<file path="config.mk">
export PLATFORM = sky130hd
export DESIGN_NAME = pgn_queue
export DESIGN_NICKNAME = d
export VERILOG_FILES = /design/src/rtl/pgn_pkg.sv /design/src/rtl/pgn_queue.sv
export SDC_FILE = /design/constraint.sdc
export NUM_CORES = 1
export LEC_CHECK = 0
export BUFFER_PORTS_ARGS = -buffer_cell sky130_fd_sc_hd__buf_2
export CORE_MARGIN = 3
export CORE_UTILIZATION = 41
export DETAILED_ROUTE_END_ITERATION = 10
export PLACE_DENSITY = 0.62
export SLEW_MARGIN = 5
export SYNTH_ARGS = -nofsm -noshare
export SYNTH_HDL_FRONTEND = slang
export SYNTH_SLANG_ARGS = --single-unit
</file>
<file path="constraint.sdc">
create_clock -name clk -period 12.4 [get_ports clk]
set_clock_uncertainty 0.15 [all_clocks]
set_input_delay 3.72 -clock clk [delete_from_list [all_inputs] [get_ports clk]]
set_output_delay 3.72 -clock clk [all_outputs]
set_load 0.03 [all_outputs]
</file>
<file path="src/rtl/pgn_pkg.sv">
// ============================================================================
// pgn_pkg - shared types and constants of the polar gaussian noise pair unit
// Holds the request records passed between the front end, the request queue
// and the two back-end pipelines, plus fixed-point constants.
// ============================================================================
`default_nettype none

package pgn_pkg;

    // Default parameter values
    localparam int UNIFORM_BITS_DEF = 32;
    localparam int SAMPLE_BITS_DEF  = 16;

    // Scale register
    localparam int               SCALE_BITS        = 16;
    localparam logic [SCALE_BITS-1:0] NOISE_SCALE_RESET = 16'd4096;

    // Fixed-point constants
    localparam logic [31:0] LN2_Q32     = 32'd2977044472;
    localparam logic [63:0] R2_ONE      = 64'h4000_0000_0000_0000;
    localparam logic [31:0] HALF_Q32    = 32'h8000_0000;
    localparam int          LOG_STEPS   = 32;
    localparam int          QUEUE_DEPTH = 4;

    // Sign and magnitude of both folded samples
    typedef struct packed {
        logic        neg_a;
        logic        neg_b;
        logic [31:0] mag_a;
        logic [31:0] mag_b;
    } pgn_side_t;

    // Accepted request after classification
    typedef struct packed {
        pgn_side_t   side;
        logic [62:0] r2;
    } pgn_item_t;

    // Log pipeline result
    typedef struct packed {
        pgn_side_t   side;
        logic [31:0] mant;
        logic [5:0]  shift;
        logic [38:0] lnv;
    } pgn_log_t;

endpackage

`default_nettype wire

</file>
<file path="src/rtl/pgn_queue.sv">
// ============================================================================
// pgn_queue - request queue
// Short first-in first-out buffer between the front end and the back end.
// ============================================================================
`default_nettype none

module pgn_queue (
    input  wire logic               clk,
    input  wire logic               rst_n,
    input  wire logic               push,
    input  pgn_pkg::pgn_item_t      push_item,
    output logic                    full,
    input  wire logic               pop,
    output logic                    head_valid,
    output pgn_pkg::pgn_item_t      head_item
);
    import pgn_pkg::*;

    localparam int PTR_W = $clog2(QUEUE_DEPTH);
    localparam int CNT_W = $clog2(QUEUE_DEPTH + 1);

    pgn_item_t        entry_reg [0:QUEUE_DEPTH-1];
    logic [PTR_W-1:0] wr_ptr_reg;
    logic [PTR_W-1:0] rd_ptr_reg;
    logic [CNT_W-1:0] count_reg;

    assign full       = (count_reg == CNT_W'(QUEUE_DEPTH));
    assign head_valid = (count_reg != '0);
    assign head_item  = entry_reg[rd_ptr_reg];

    // Track pointers and fill level
    always_ff @(posedge clk or negedge rst_n)
    begin
        if (!rst_n)
        begin
            wr_ptr_reg <= '0;
            rd_ptr_reg <= '0;
            count_reg  <= '0;
        end
        else
        begin
            if (push)
            begin
                wr_ptr_reg <= wr_ptr_reg + 1'b1;
            end
            if (pop)
            begin
                rd_ptr_reg <= rd_ptr_reg + 1'b1;
            end
            if (push && !pop)
            begin
                count_reg <= count_reg + 1'b1;
            end
            else if (pop && !push)
            begin
                count_reg <= count_reg - 1'b1;
            end
        end
    end

    // Store the incoming request
    always_ff @(posedge clk)
    begin
        if (push)
        begin
            entry_reg[wr_ptr_reg] <= push_item;
        end
    end

    a_count_bound: assert property (@(posedge clk) disable iff (!rst_n)
        count_reg <= CNT_W'(QUEUE_DEPTH))
        else $error("queue fill level beyond depth");
    a_no_overflow: assert property (@(posedge clk) disable iff (!rst_n)
        push |-> !full)
        else $error("push into a full queue");
    a_no_underflow: assert property (@(posedge clk) disable iff (!rst_n)
        pop |-> head_valid)
        else $error("pop from an empty queue");

endmodule

`default_nettype wire

</file>
Word-level counts from Yosys, hierarchy flattened
Memory sizes are Yosys's and may differ from the RTL's.
Index checks and enable logic that the tools add are counted.
Widths: inputs -> output; s select.
{"block": "totals", "mem_bits_rw": 516, "wordCells": 19, "out_inout_bits": 131, "register_bits": 7, "memories": 1}
{"memory": "entry_reg", "words": 4, "width": 129, "read_ports": 1, "rd_clocked_by_memory_dff": 0, "write_ports": 1, "line": "pgn_queue.sv:22", "rtl": "pgn_item_t entry_reg [0:QUEUE_DEPTH-1];"}
{"block": "op_classes", "n_eq_ne": 1, "n_reduce_logical": 6, "n_addsub": 4, "n_mux": 4}
{"cell": "$mux 3", "count": 2}
{"cell": "$add 2x1->2 const B", "count": 2}
{"cell": "$add 3x1->3 const B", "count": 1}
{"cell": "$eq 3x3->1 const B", "count": 1}
{"cell": "$reduce_bool 3->1", "count": 1}
{"cell": "$sub 3x1->3 const B", "count": 1}
{"cell": "$logic_and 1x1->1", "count": 2}
{"cell": "$logic_not 1->1", "count": 2}
{"cell": "$mux 1", "count": 2}
{"cell": "$reduce_bool 2->1", "count": 1}

Logic depth before layout (Yosys ltp)
{"block": "logic_depth", "word_depth": 4, "depth_mapped": 7}

Least setup slack after synthesis
Ideal clock, no wire load.
{"block": "synth_path", "path_type": "in2reg", "start": "input push", "end": "memory entry_reg[1][0] (netlist name), enable pin", "n_path_buf": 0, "setup_ns": 0.503, "required_ns": 11.747, "stages": 1, "t_arrival_ns": 6.675, "slack_ns": 5.072, "cell_sequence": "and2_1"}
{"block": "synth_between", "elab_chain_cells": 2}
{"item": "start: declaration", "line": "pgn_queue.sv:10", "rtl": "input wire logic push,"}
{"item": "$mux 1", "line": "pgn_queue.sv:64", "rtl": "if (push)"}
{"item": "$mux 1 (not written as such)", "line": "pgn_queue.sv:66", "rtl": "entry_reg[wr_ptr_reg] <= push_item;"}
{"item": "end: declaration", "line": "pgn_queue.sv:22"}
Every way passes these cells.

==> flow_summary.json <==
{
  "grt_pass1_wl_um": 56100,
  "grt_use_total_pct": 15.0,
  "largest_reg_flops": 516,
  "cts_made_buffers": 53,
  "htreeDepth": 2,
  "cts_setup_buffers": 0,
  "hold_class": "reg2reg",
  "yosysTopAreaCell": "edfxtp_1",
  "rsz0062_at_grt": "no",
  "die_h_um": 221,
  "powerDensity_nw_per_um2": 258,
  "drt-initial-drc-count": 536,
  "status": "finished clean",
  "syn_area_um2": 19000,
  "total_power_mw": 5.83,
  "overflow": 0,
  "area_growth_syn_to_layout_pct": 19.2,
  "postPlaceCellArea_um2": 21000,
  "place_congestion": 0.664,
  "finalMaxSlewViolations": 0,
  "io_pins": 264,
  "cts_tree": "done",
  "ir_drop_mv": 0.244,
  "grt_max_degree": 89,
  "pwr-share-seq_pct": 42.0,
  "antenna_found_initial": 8,
  "worst_pin_slew_ns": 0.924,
  "crit_type": "reg2out",
  "async_reset_ff_share_pct": 1.34,
  "maxCapViolCount": 0,
  "seqCellArea_um2": 15700,
  "clock_sinks": 523,
  "synth_seq_area_share_pct": 82.4,
  "drive_above_1_share_pct": 46.2,
  "slew_headroom_pct": 38.4,
  "clk_pin_slew_ns": 0.06,
  "required_ns": 8.53,
  "port_buffers": 263,
  "vias": 8371,
  "synthDistinctLibCells": 20,
  "layout_setup_ws_ns": 5.33,
  "layout_common_cells": "edfxtp_1, buf_2, mux4_2",
  "yosysTopAreaCellShare_pct": 81.5,
  "synth_area_leaders": "edfxtp_1, mux4_2, dfrtp_1",
  "initial_utilization_pct": 41.7,
  "setup_tns_ns": 0,
  "crit_path_max_fanout": 88,
  "vias_per_cell": 5.05,
  "syn_nets": 847,
  "fp.dieW_um": 221,
  "antenna_left": 0,
  "clock_latency_ns": 0.58,
  "ctsLongestPathBuffers": 3,
  "hold_buffers": 0,
  "ctsResizeCount": 0,
  "intPower_mw": 3.86,
  "swShare_pct": 33.9,
  "synth-edff-count": 516,
  "max_freq_mhz": 142,
  "fin_util_pct": 49.7,
  "final_common_cell": "edfxtp_1",
  "dp_worst_setup_slack_ns": 5.80,
  "clkPwrFrac_pct": 25.9,
  "yosysWarnings": 0,
  "fin_area_um2": 22700,
  "rows": 78,
  "period_minus_slack_ns": 7.07,
  "hpwl_um": 21400,
  "core_um2": 45600,
  "finalCritPeriodShare_pct": 57.0,
  "die_area_um2": 49000,
  "root_buffer": "clkbuf_16",
  "wl_um": 36400,
  "switching_power_mw": 1.98,
  "grt_pass1_vias": 9055,
  "drc": 0,
  "leakage_nw": 7.66,
  "synth-seq-cells": 523,
  "share_comb_of_total_power_pct": 32.1,
  "critPathMaxStageDelay_ns": 1.00,
  "finalHoldViolCount": 0,
  "n_fill_cell": 3675,
  "finalSetupViolations": 0,
  "avgSynthCellArea_um2": 26.8,
  "final_nets": 1147,
  "cp.arrival_ns": 3.20,
  "worst_path_max_delay_cell": "dfrtp_4",
  "path_cells": "buf_12 -> mux4_2 -> buf_2",
  "multi_input_area_um2": 3120,
  "dr.pass1.iters": 4,
  "start_kind": "register",
  "synthCells": 708,
  "wl_per_cell_um": 22.0,
  "ys.flop_type": "edfxtp_1",
  "critPathCaptureType": "primary output"
}
worst paths after layout:
path / from / endpoint / slack, ns / depth (start not counted)
hold / removal: count_reg[2] / count_reg[2] / 0.33 / 1
setup reg to reg: wr_ptr_reg[1] / entry_reg[1][1] / 9.22 / 5
hold reg to reg: count_reg[2] / count_reg[2] / 0.33 / 1
max in group asynchronous: rst_n / rd_ptr_reg[1] / 9.11 / 1
min in group asynchronous: rst_n / count_reg[1] / 2.81 / 1
setup / recovery: rd_ptr_reg[0] / head_item[73] / 5.33 / 3
layer usage:
layer  up-vias  track usage [%]  part of all wire, %
met5         -                0                 0.15
met4        10             4.80                  2.4
met3        70             4.72                  7.5
met2       221             24.8                   51
met1      4388             19.1                   39
li1       3682                -                    -
cell families (layout without fill, tap and decap cells):
logic type	count (synthesis)	count (layout)	synth area share, %
xor gates and xnor gates	6	6	0.276
and+or+nand+nor	9	9	0.263
DFF	523	523	82.4
muxes	130	130	15.3
other	0	5	0
AOI/OAI and AO/OA	1	1	0.0263
buffers and inverters	33	378	1.20
adders and majority gates	6	6	0.435
synthesized netlist by cell type (2+ instances only):
cell        n
inv_1       4
buf_4       2
buf_6      11
nand2_1     2
and2_1      4
dfrtp_1     7
buf_1       3
mux4_2    129
xnor2_1     2
buf_2      12
xor2_1      4
ha_1        5
edfxtp_1  516
stage by stage:
step                cells  hold slack (ns)
CTS                  1653            0.333
finish               1658            0.332
global placement     1553            0.314
floorplan             708            0.299
global route         1653            0.372
detailed placement   1553            0.323
final cells by class:
cell class | instances | area share (%)
well taps | 600 | 3.31
flip-flops and latches | 523 | 69.2
diodes | 5 | 0.0552
clock inverters | 34 | 1.10
repair buffers | 274 | 6.23
multi-input cells | 152 | 13.8
clock buffers | 66 | 6.26
inverters | 4 | 0.0663
power groups by stage:
stage	combinational (mW)	sequential (mW)	clock [mW]
floorplan	1.46	2.43	0
global placement	1.93	2.48	0
detailed placement	1.93	2.50	0
CTS	1.93	2.46	1.56
global route	2.00	2.49	1.63
finish	1.87	2.45	1.51
worst max-delay path, delay by kind of cell, from the launching register on:
family	cells	cell delay, ns
flops	1	1.00
buf+inv	2	0.76
mux	1	0.62
No activity file was read; power rests on OpenSTA's default activity.
