**src/rtl/pgn_pkg.sv**
```systemverilog
// ============================================================================
// pgn_pkg - shared types and constants of the polar gaussian noise pair unit
// Holds the request records passed between the front end, the request queue
// and the two back-end pipelines, plus fixed-point constants.
// ============================================================================
`default_nettype none

package pgn_pkg;

    // Default parameter values
    localparam int UNIFORM_BITS_DEF = 32;
    localparam int SAMPLE_BITS_DEF  = 16;

    // Scale register
    localparam int               SCALE_BITS        = 16;
    localparam logic [SCALE_BITS-1:0] NOISE_SCALE_RESET = 16'd4096;

    // Fixed-point constants
    localparam logic [31:0] LN2_Q32     = 32'd2977044472;
    localparam logic [63:0] R2_ONE      = 64'h4000_0000_0000_0000;
    localparam logic [31:0] HALF_Q32    = 32'h8000_0000;
    localparam int          LOG_STEPS   = 32;
    localparam int          QUEUE_DEPTH = 4;

    // Sign and magnitude of both folded samples
    typedef struct packed {
        logic        neg_a;
        logic        neg_b;
        logic [31:0] mag_a;
        logic [31:0] mag_b;
    } pgn_side_t;

    // Accepted request after classification
    typedef struct packed {
        pgn_side_t   side;
        logic [62:0] r2;
    } pgn_item_t;

    // Log pipeline result
    typedef struct packed {
        pgn_side_t   side;
        logic [31:0] mant;
        logic [5:0]  shift;
        logic [38:0] lnv;
    } pgn_log_t;

endpackage

`default_nettype wire

```
**src/rtl/pgn_front.sv**
```systemverilog
// ============================================================================
// pgn_front - request front end
// Folds both uniforms into sign and Q1.31 magnitude, squares them and drops
// pairs that fall outside the unit circle or on its center.
// ============================================================================
`default_nettype none

module pgn_front #(
    parameter int UNIFORM_BITS = pgn_pkg::UNIFORM_BITS_DEF
) (
    input  wire logic               clk,
    input  wire logic               rst_n,
    input  wire logic               in_valid,
    output logic                    in_stall,
    input  wire logic [31:0]        uniform_a,
    input  wire logic [31:0]        uniform_b,
    input  wire logic               full,
    output logic                    push,
    output pgn_pkg::pgn_item_t      push_item
);
    import pgn_pkg::*;

    logic        valid1_reg;
    logic        valid2_reg;
    pgn_side_t   s1_reg;
    pgn_side_t   s2_reg;
    pgn_side_t   s1_next;
    logic [62:0] sq_a_reg;
    logic [62:0] sq_b_reg;
    logic [31:0] u_a;
    logic [31:0] u_b;
    logic [63:0] sq_a_full;
    logic [63:0] sq_b_full;
    logic [63:0] r2_sum;
    logic        keep;
    logic        hold;

    // Align the uniforms to 32 bits and fold around one half
    assign u_a = 32'(uniform_a[UNIFORM_BITS-1:0]) << (32 - UNIFORM_BITS);
    assign u_b = 32'(uniform_b[UNIFORM_BITS-1:0]) << (32 - UNIFORM_BITS);

    always_comb
    begin
        s1_next.neg_a = ~u_a[31];
        s1_next.neg_b = ~u_b[31];
        s1_next.mag_a = u_a[31] ? {1'b0, u_a[30:0]} : HALF_Q32 - u_a;
        s1_next.mag_b = u_b[31] ? {1'b0, u_b[30:0]} : HALF_Q32 - u_b;
    end

    assign sq_a_full = s1_reg.mag_a * s1_reg.mag_a;
    assign sq_b_full = s1_reg.mag_b * s1_reg.mag_b;

    // Classify: keep only 0 < r2 <= 1
    assign r2_sum = {1'b0, sq_a_reg} + {1'b0, sq_b_reg};
    assign keep   = (r2_sum <= R2_ONE) && (r2_sum != '0);
    assign hold   = valid2_reg && keep && full;
    assign push   = valid2_reg && keep && !full;

    assign in_stall       = hold;
    assign push_item.side = s2_reg;
    assign push_item.r2   = r2_sum[62:0];

    // Advance the valid flags unless the queue blocks a kept request
    always_ff @(posedge clk or negedge rst_n)
    begin
        if (!rst_n)
        begin
            valid1_reg <= 1'b0;
            valid2_reg <= 1'b0;
        end
        else if (!hold)
        begin
            valid1_reg <= in_valid;
            valid2_reg <= valid1_reg;
        end
    end

    // Advance the payload
    always_ff @(posedge clk)
    begin
        if (!hold)
        begin
            s1_reg   <= s1_next;
            s2_reg   <= s1_reg;
            sq_a_reg <= sq_a_full[62:0];
            sq_b_reg <= sq_b_full[62:0];
        end
    end

endmodule

`default_nettype wire

```
**config.mk**
```make
export PLATFORM = sky130hd
export DESIGN_NAME = pgn_front
export DESIGN_NICKNAME = d
export VERILOG_FILES = /design/src/rtl/pgn_pkg.sv /design/src/rtl/pgn_front.sv
export SDC_FILE = /design/constraint.sdc
export NUM_CORES = 2
export LEC_CHECK = 0
export BUFFER_PORTS_ARGS = -buffer_cell sky130_fd_sc_hd__buf_2
export CAP_MARGIN = 25
export CORE_ASPECT_RATIO = 2
export CORE_UTILIZATION = 55
export DETAILED_ROUTE_END_ITERATION = 10
export GPL_TIMING_DRIVEN = 1
export PLACE_DENSITY = 0.73
export SETUP_SLACK_MARGIN = 0.1
export SLEW_MARGIN = 10
export SYNTH_ARGS = -nofsm -noshare
export SYNTH_HDL_FRONTEND = slang
export SYNTH_SLANG_ARGS = --single-unit
export TNS_END_PERCENT = 20
```
**constraint.sdc**
```tcl
create_clock -name clk -period 27.5 [get_ports clk]
set_clock_uncertainty 0.05 [all_clocks]
set_input_delay 2.75 -clock clk [delete_from_list [all_inputs] [get_ports clk]]
set_output_delay 2.75 -clock clk [all_outputs]
set_load 0.005 [all_outputs]
```
Yosys cells after proc, flatten, opt, wreduce, memory -nomap -nowiden
Cells that the tools add are included.

Register bits after elaboration: 260. Bits of input ports: 68. Logic and storage cells: 30.

Add/subtract/negate cells: 3. $mul: 2. Order comparisons: 1. Mux-type cells: 2. Bitwise operators: 2. Reduce and logical (&&, ||, !) cells: 6.

Operator list (count): 32-bit by 32-bit multiplier with 63-bit output (2); 63-bit by 63-bit adder with 64-bit output (1); 64-bit by 63-bit less-or-equal comparator with 1-bit output, second input constant (1); 64-bit nonzero test (1); 32-bit subtractor, first input constant (2); 31-bit 2-to-1 mux (2); 1-bit logical AND (4); 1-bit NOT (2); 1-bit logical NOT (1).

Logic depth before layout (Yosys ltp)
Depth in word-level cells: 5. Gate-level depth with buffers: 32. Gate-level depth less buffers: 30.

Worst setup path before layout
No wires, ideal clock.

Kind: register to register. From: register sq_a_reg[3]. To: register s2_reg (netlist bit push_item[100]), enable pin. Setup time: 0.873 ns. Arrival time: 14.635 ns. Data required time: 26.577 ns. Setup slack: 11.942 ns. Cell stages (with the launch flop): 16. Cell sequence: edfxtp_1 > ha_1 > a211o_1 > a2111oi_4 > nor4b_2 > or3_1 > buf_2 > o211ai_1 > o41ai_1 > a2111o_1 > or4_1 > or4b_1 > buf_2 > or2_1 > a21o_1 > nor2_1.

Word-level cells in the longest chain between the ends: 5.

RTL lines: start: declaration (line pgn_front.sv:28) `logic [62:0] sq_a_reg;`; start signal: assignment (line pgn_front.sv:85) `sq_a_reg <= sq_a_full[62:0];`; 63-bit by 63-bit adder with 64-bit output * (line pgn_front.sv:54) `assign r2_sum = {1'b0, sq_a_reg} + {1'b0, sq_b_reg};`; 64-bit by 63-bit less-or-equal comparator with 1-bit output / 64-bit nonzero test (equally long branches) (line pgn_front.sv:55) `assign keep = (r2_sum <= R2_ONE) && (r2_sum != '0);`; 1-bit logical AND * (line pgn_front.sv:55); 1-bit logical AND * (2 in series) (line pgn_front.sv:56) `assign hold = valid2_reg && keep && full;`; end signal: assignment (line pgn_front.sv:84) `s2_reg <= s1_reg;`; end: declaration (line pgn_front.sv:26) `pgn_side_t s2_reg;`.

Every way passes the cells marked *; elsewhere a longest branch is shown, timed or not. A chain may end at the register's enable or synchronous reset.

Worst setup path after layout
From: register s1_reg[7] in the netlist's numbering. To: register sq_b_reg[59], data pin.

Word-level cells in the longest chain between the ends: 1.

RTL lines: start: declaration (line pgn_front.sv:25) `pgn_side_t s1_reg;`; start signal: assignment (line pgn_front.sv:83) `s1_reg <= s1_next;`; 32-bit by 32-bit multiplier with 63-bit output (line pgn_front.sv:51) `assign sq_b_full = s1_reg.mag_b * s1_reg.mag_b;`; via sq_b_full[59] (line pgn_front.sv:33) `logic [63:0] sq_b_full;`; end signal: assignment (line pgn_front.sv:86) `sq_b_reg <= sq_b_full[62:0];`; end: declaration (line pgn_front.sv:29) `logic [62:0] sq_b_reg;`.

The timed path passes the listed nets, and every way through them passes these cells.

==> flow_summary.yaml <==
outcome:
  run_status: "finished, final reports clean"
clocking:
  cts_made_buffers: 31
  cts_tree: "done"
  cts_buffer_depth: 3
  ctsHtreeMaxLevel: 1
  cts.root.buffer_cell: "sky130_fd_sc_hd__clkbuf_16"
  post_cts.resized_instances: 0
  worst_skew_pair.late_latency_ns: 0.65
  clock_pin_slew_of_the_registers_on_the_worst_case_setup_and_hold_paths_ns: 0.06
  cts_hold_buf: 0
  post_cts_buffers: 0
  cts_num_sinks: 256
critical_path:
  critical-path-top-cell-by-count: "sky130_fd_sc_hd__fa_1"
  critPathKind: "reg2reg"
  cp-startpoint: "s1_reg[7]"
  worst-endpoint-arrival_ns: 10.21
  timing.critical_path.required_ns: 27.83
  critPathMaxStageDelay_ns: 0.65
  endpoint_kind: "register"
  crit-reg2reg-launch: "s1_reg[7]"
  worst-path-max-fanout: 21
  crit_slowest_cell: "sky130_fd_sc_hd__o41ai_1"
  critical_path.startpoint_type: "register"
sta:
  fmax_ghz: 0.101
  min_period_ns: 9.88
  setup_violations: 0
  fin_ws_ns: 17.62
  period_utilization: 0.359
  rsz0062_at_grt: "false"
  transition_time_of_the_tightest_slew_check_pin_ns: 0.956
  max_slew_margin: 0.360
  final_hold_viol_count: 0
  timing.setup.tns_ns: 0
  finalMaxSlewViolations: 0
floorplan:
  floorplan.die.width_um: 257
  std_cell_rows: 186
  fp.coreArea_um2: 129000
  io_pins: 199
  floorplan.initialDensity: 0.555
  dieHeight_um: 512
  design.die.area_um2: 132000
synth:
  synth_seq_cells: 256
  ys_async_sr_fraction: 0.00781
  synth_top_area_share: 0.445
  synthesis.instances: 7378
  yosysSeqAreaShare: 0.107
  number_of_different_library_cells_in_the_post_synthesis_netlist: 89
  synth.yosys.warnings: 0
  yosys.cell_count.top_type: "sky130_fd_sc_hd__inv_1"
  synth_largest_area_cell: "sky130_fd_sc_hd__fa_1"
  synthesis.area_per_instance_um2: 9.69
  synth_edf_count: 254
  post_synth_instance_area_um2: 71500
  yosys-top-cells-area: "sky130_fd_sc_hd__fa_1 44%, sky130_fd_sc_hd__ha_1 11%, sky130_fd_sc_hd__edfxtp_1 11%"
  syn_nets: 9685
  leading_cell_types_by_count_after_synthesis: "1985 x sky130_fd_sc_hd__inv_1, 1589 x sky130_fd_sc_hd__fa_1, 650 x sky130_fd_sc_hd__ha_1, 602 x sky130_fd_sc_hd__nand2_1, 483 x sky130_fd_sc_hd__and2_1"
  synth_flop_cell: "sky130_fd_sc_hd__edfxtp_1"
global_routing:
  number_of_global_route_vias_before_repair: 59400
  grt_pass1_wl_mm: 325
  grt_max_degree: 65
  grt_antenna_before_repair: 8
  grt_usage: 0.328
  grt_remaining_overflow: 0
job:
  max-cap-violations: 0
final_layout:
  final_nets: 9734
  drive_gt1_frac: 0.0513
  largest_register_ffs: 66
  layout-area-overhead-vs-synth_pct: 5.16
  num-fill-cells: 11000
  multi_input_area_um2: 55400
  final-seq-area_um2: 7680
routing:
  detailroute.via_count: 51500
  antenna_left: 0
  vias_per_instance: 5.64
  wl_final_mm: 208
  drt_drc_violations_left: 0
  wl_per_cell_um: 22.7
  dr_pass1_iterations: 5
  drt_iter0_drc: 2807
placement:
  finalWeightedCongestion: 0.997
  portBuffers: 198
  pre_cts_ws_ns: 17.70
  dp_hpwl_mm: 171
min_path:
  min_from: "s1_reg[64]"
  hold_path_class: "reg2reg"
area by class of cell:
class,instances,area share
antenna,3,0.0000999
clock buffer,35,0.0105
clock inverter,19,0.00258
inverter,1989,0.0993
multi-input combinational,4877,0.737
sequential,256,0.102
tap,1692,0.0282
timing repair buffer,272,0.0205
cells in the final DEF, fill, tap and decap left out, drive strengths merged, types with 35 or more instances in the layout:
| cell type | count |
|---|---|
| xor2 | 151 |
| and2 | 484 |
| ha | 650 |
| nor3 | 48 |
| clkbuf | 35 |
| nor2 | 236 |
| nand3 | 46 |
| fa | 1589 |
| xnor2 | 144 |
| a21o | 105 |
| o21a | 43 |
| nand4 | 38 |
| edfxtp | 254 |
| buf | 272 |
| a21oi | 219 |
| inv | 1991 |
| nand2 | 602 |
| o21ai | 104 |
final timing paths:
check	to	slack, ns	cells after the start
worst max-delay path	sq_b_reg[59]	17.62	29
worst min-delay path	push_item[127]	0.39	0
worst max register to register	sq_b_reg[59]	17.62	29
worst min register to register	push_item[127]	0.39	0
max in group asynchronous	valid2_reg	25.44	1
min in group asynchronous	valid1_reg	1.84	1
layer usage:
metal / global-route usage / part of all wire / routed length [um] / vias up
li1: - / - / - / 22400
met1: 0.322 / 0.31 / 64600 / 26300
met2: 0.614 / 0.54 / 112000 / 2017
met3: 0.0452 / 0.057 / 11900 / 889
met4: 0.251 / 0.095 / 19700 / 2
met5: 0 / 0.000063 / 13 / -
cells by family (layout without fill, tap and decap cells):
logic type | Yosys count | count (layout) | synth area share
mux | 14 | 14 | 0.00207
other cells | 0 | 3 | 0
compound gates | 710 | 710 | 0.0657
flops | 256 | 256 | 0.107
fa+ha+maj | 2239 | 2239 | 0.559
simple gates | 1619 | 1619 | 0.112
buf+inv | 2245 | 2315 | 0.118
xor+xnor | 295 | 295 | 0.0361
critical path, delay by kind of cell (launching register included):
| family | cells | cell delay (ns) |
|---|---|---|
| fa+ha+maj | 9 | 4.15 |
| compound gates | 9 | 2.98 |
| buf+inv | 7 | 1.08 |
| flops | 1 | 0.64 |
| simple gates | 3 | 0.59 |
| xor+xnor | 1 | 0.11 |
per-stage QoR:
stage | util | cells | area [um2] | hold slack [ns]
after floorplan | - | 7378 | 71500 | 0.350
after global placement | 0.576 | 9085 | 74200 | 0.354
after detailed placement | 0.576 | 9085 | 74200 | 0.358
after CTS | 0.584 | 9139 | 75200 | 0.387
after global routing | 0.584 | 9143 | 75200 | 0.388
final | 0.584 | 9143 | 75200 | 0.392
Power is not shown: default switching activity piles up to over one toggle a cycle in this logic, so the estimate is an artifact.
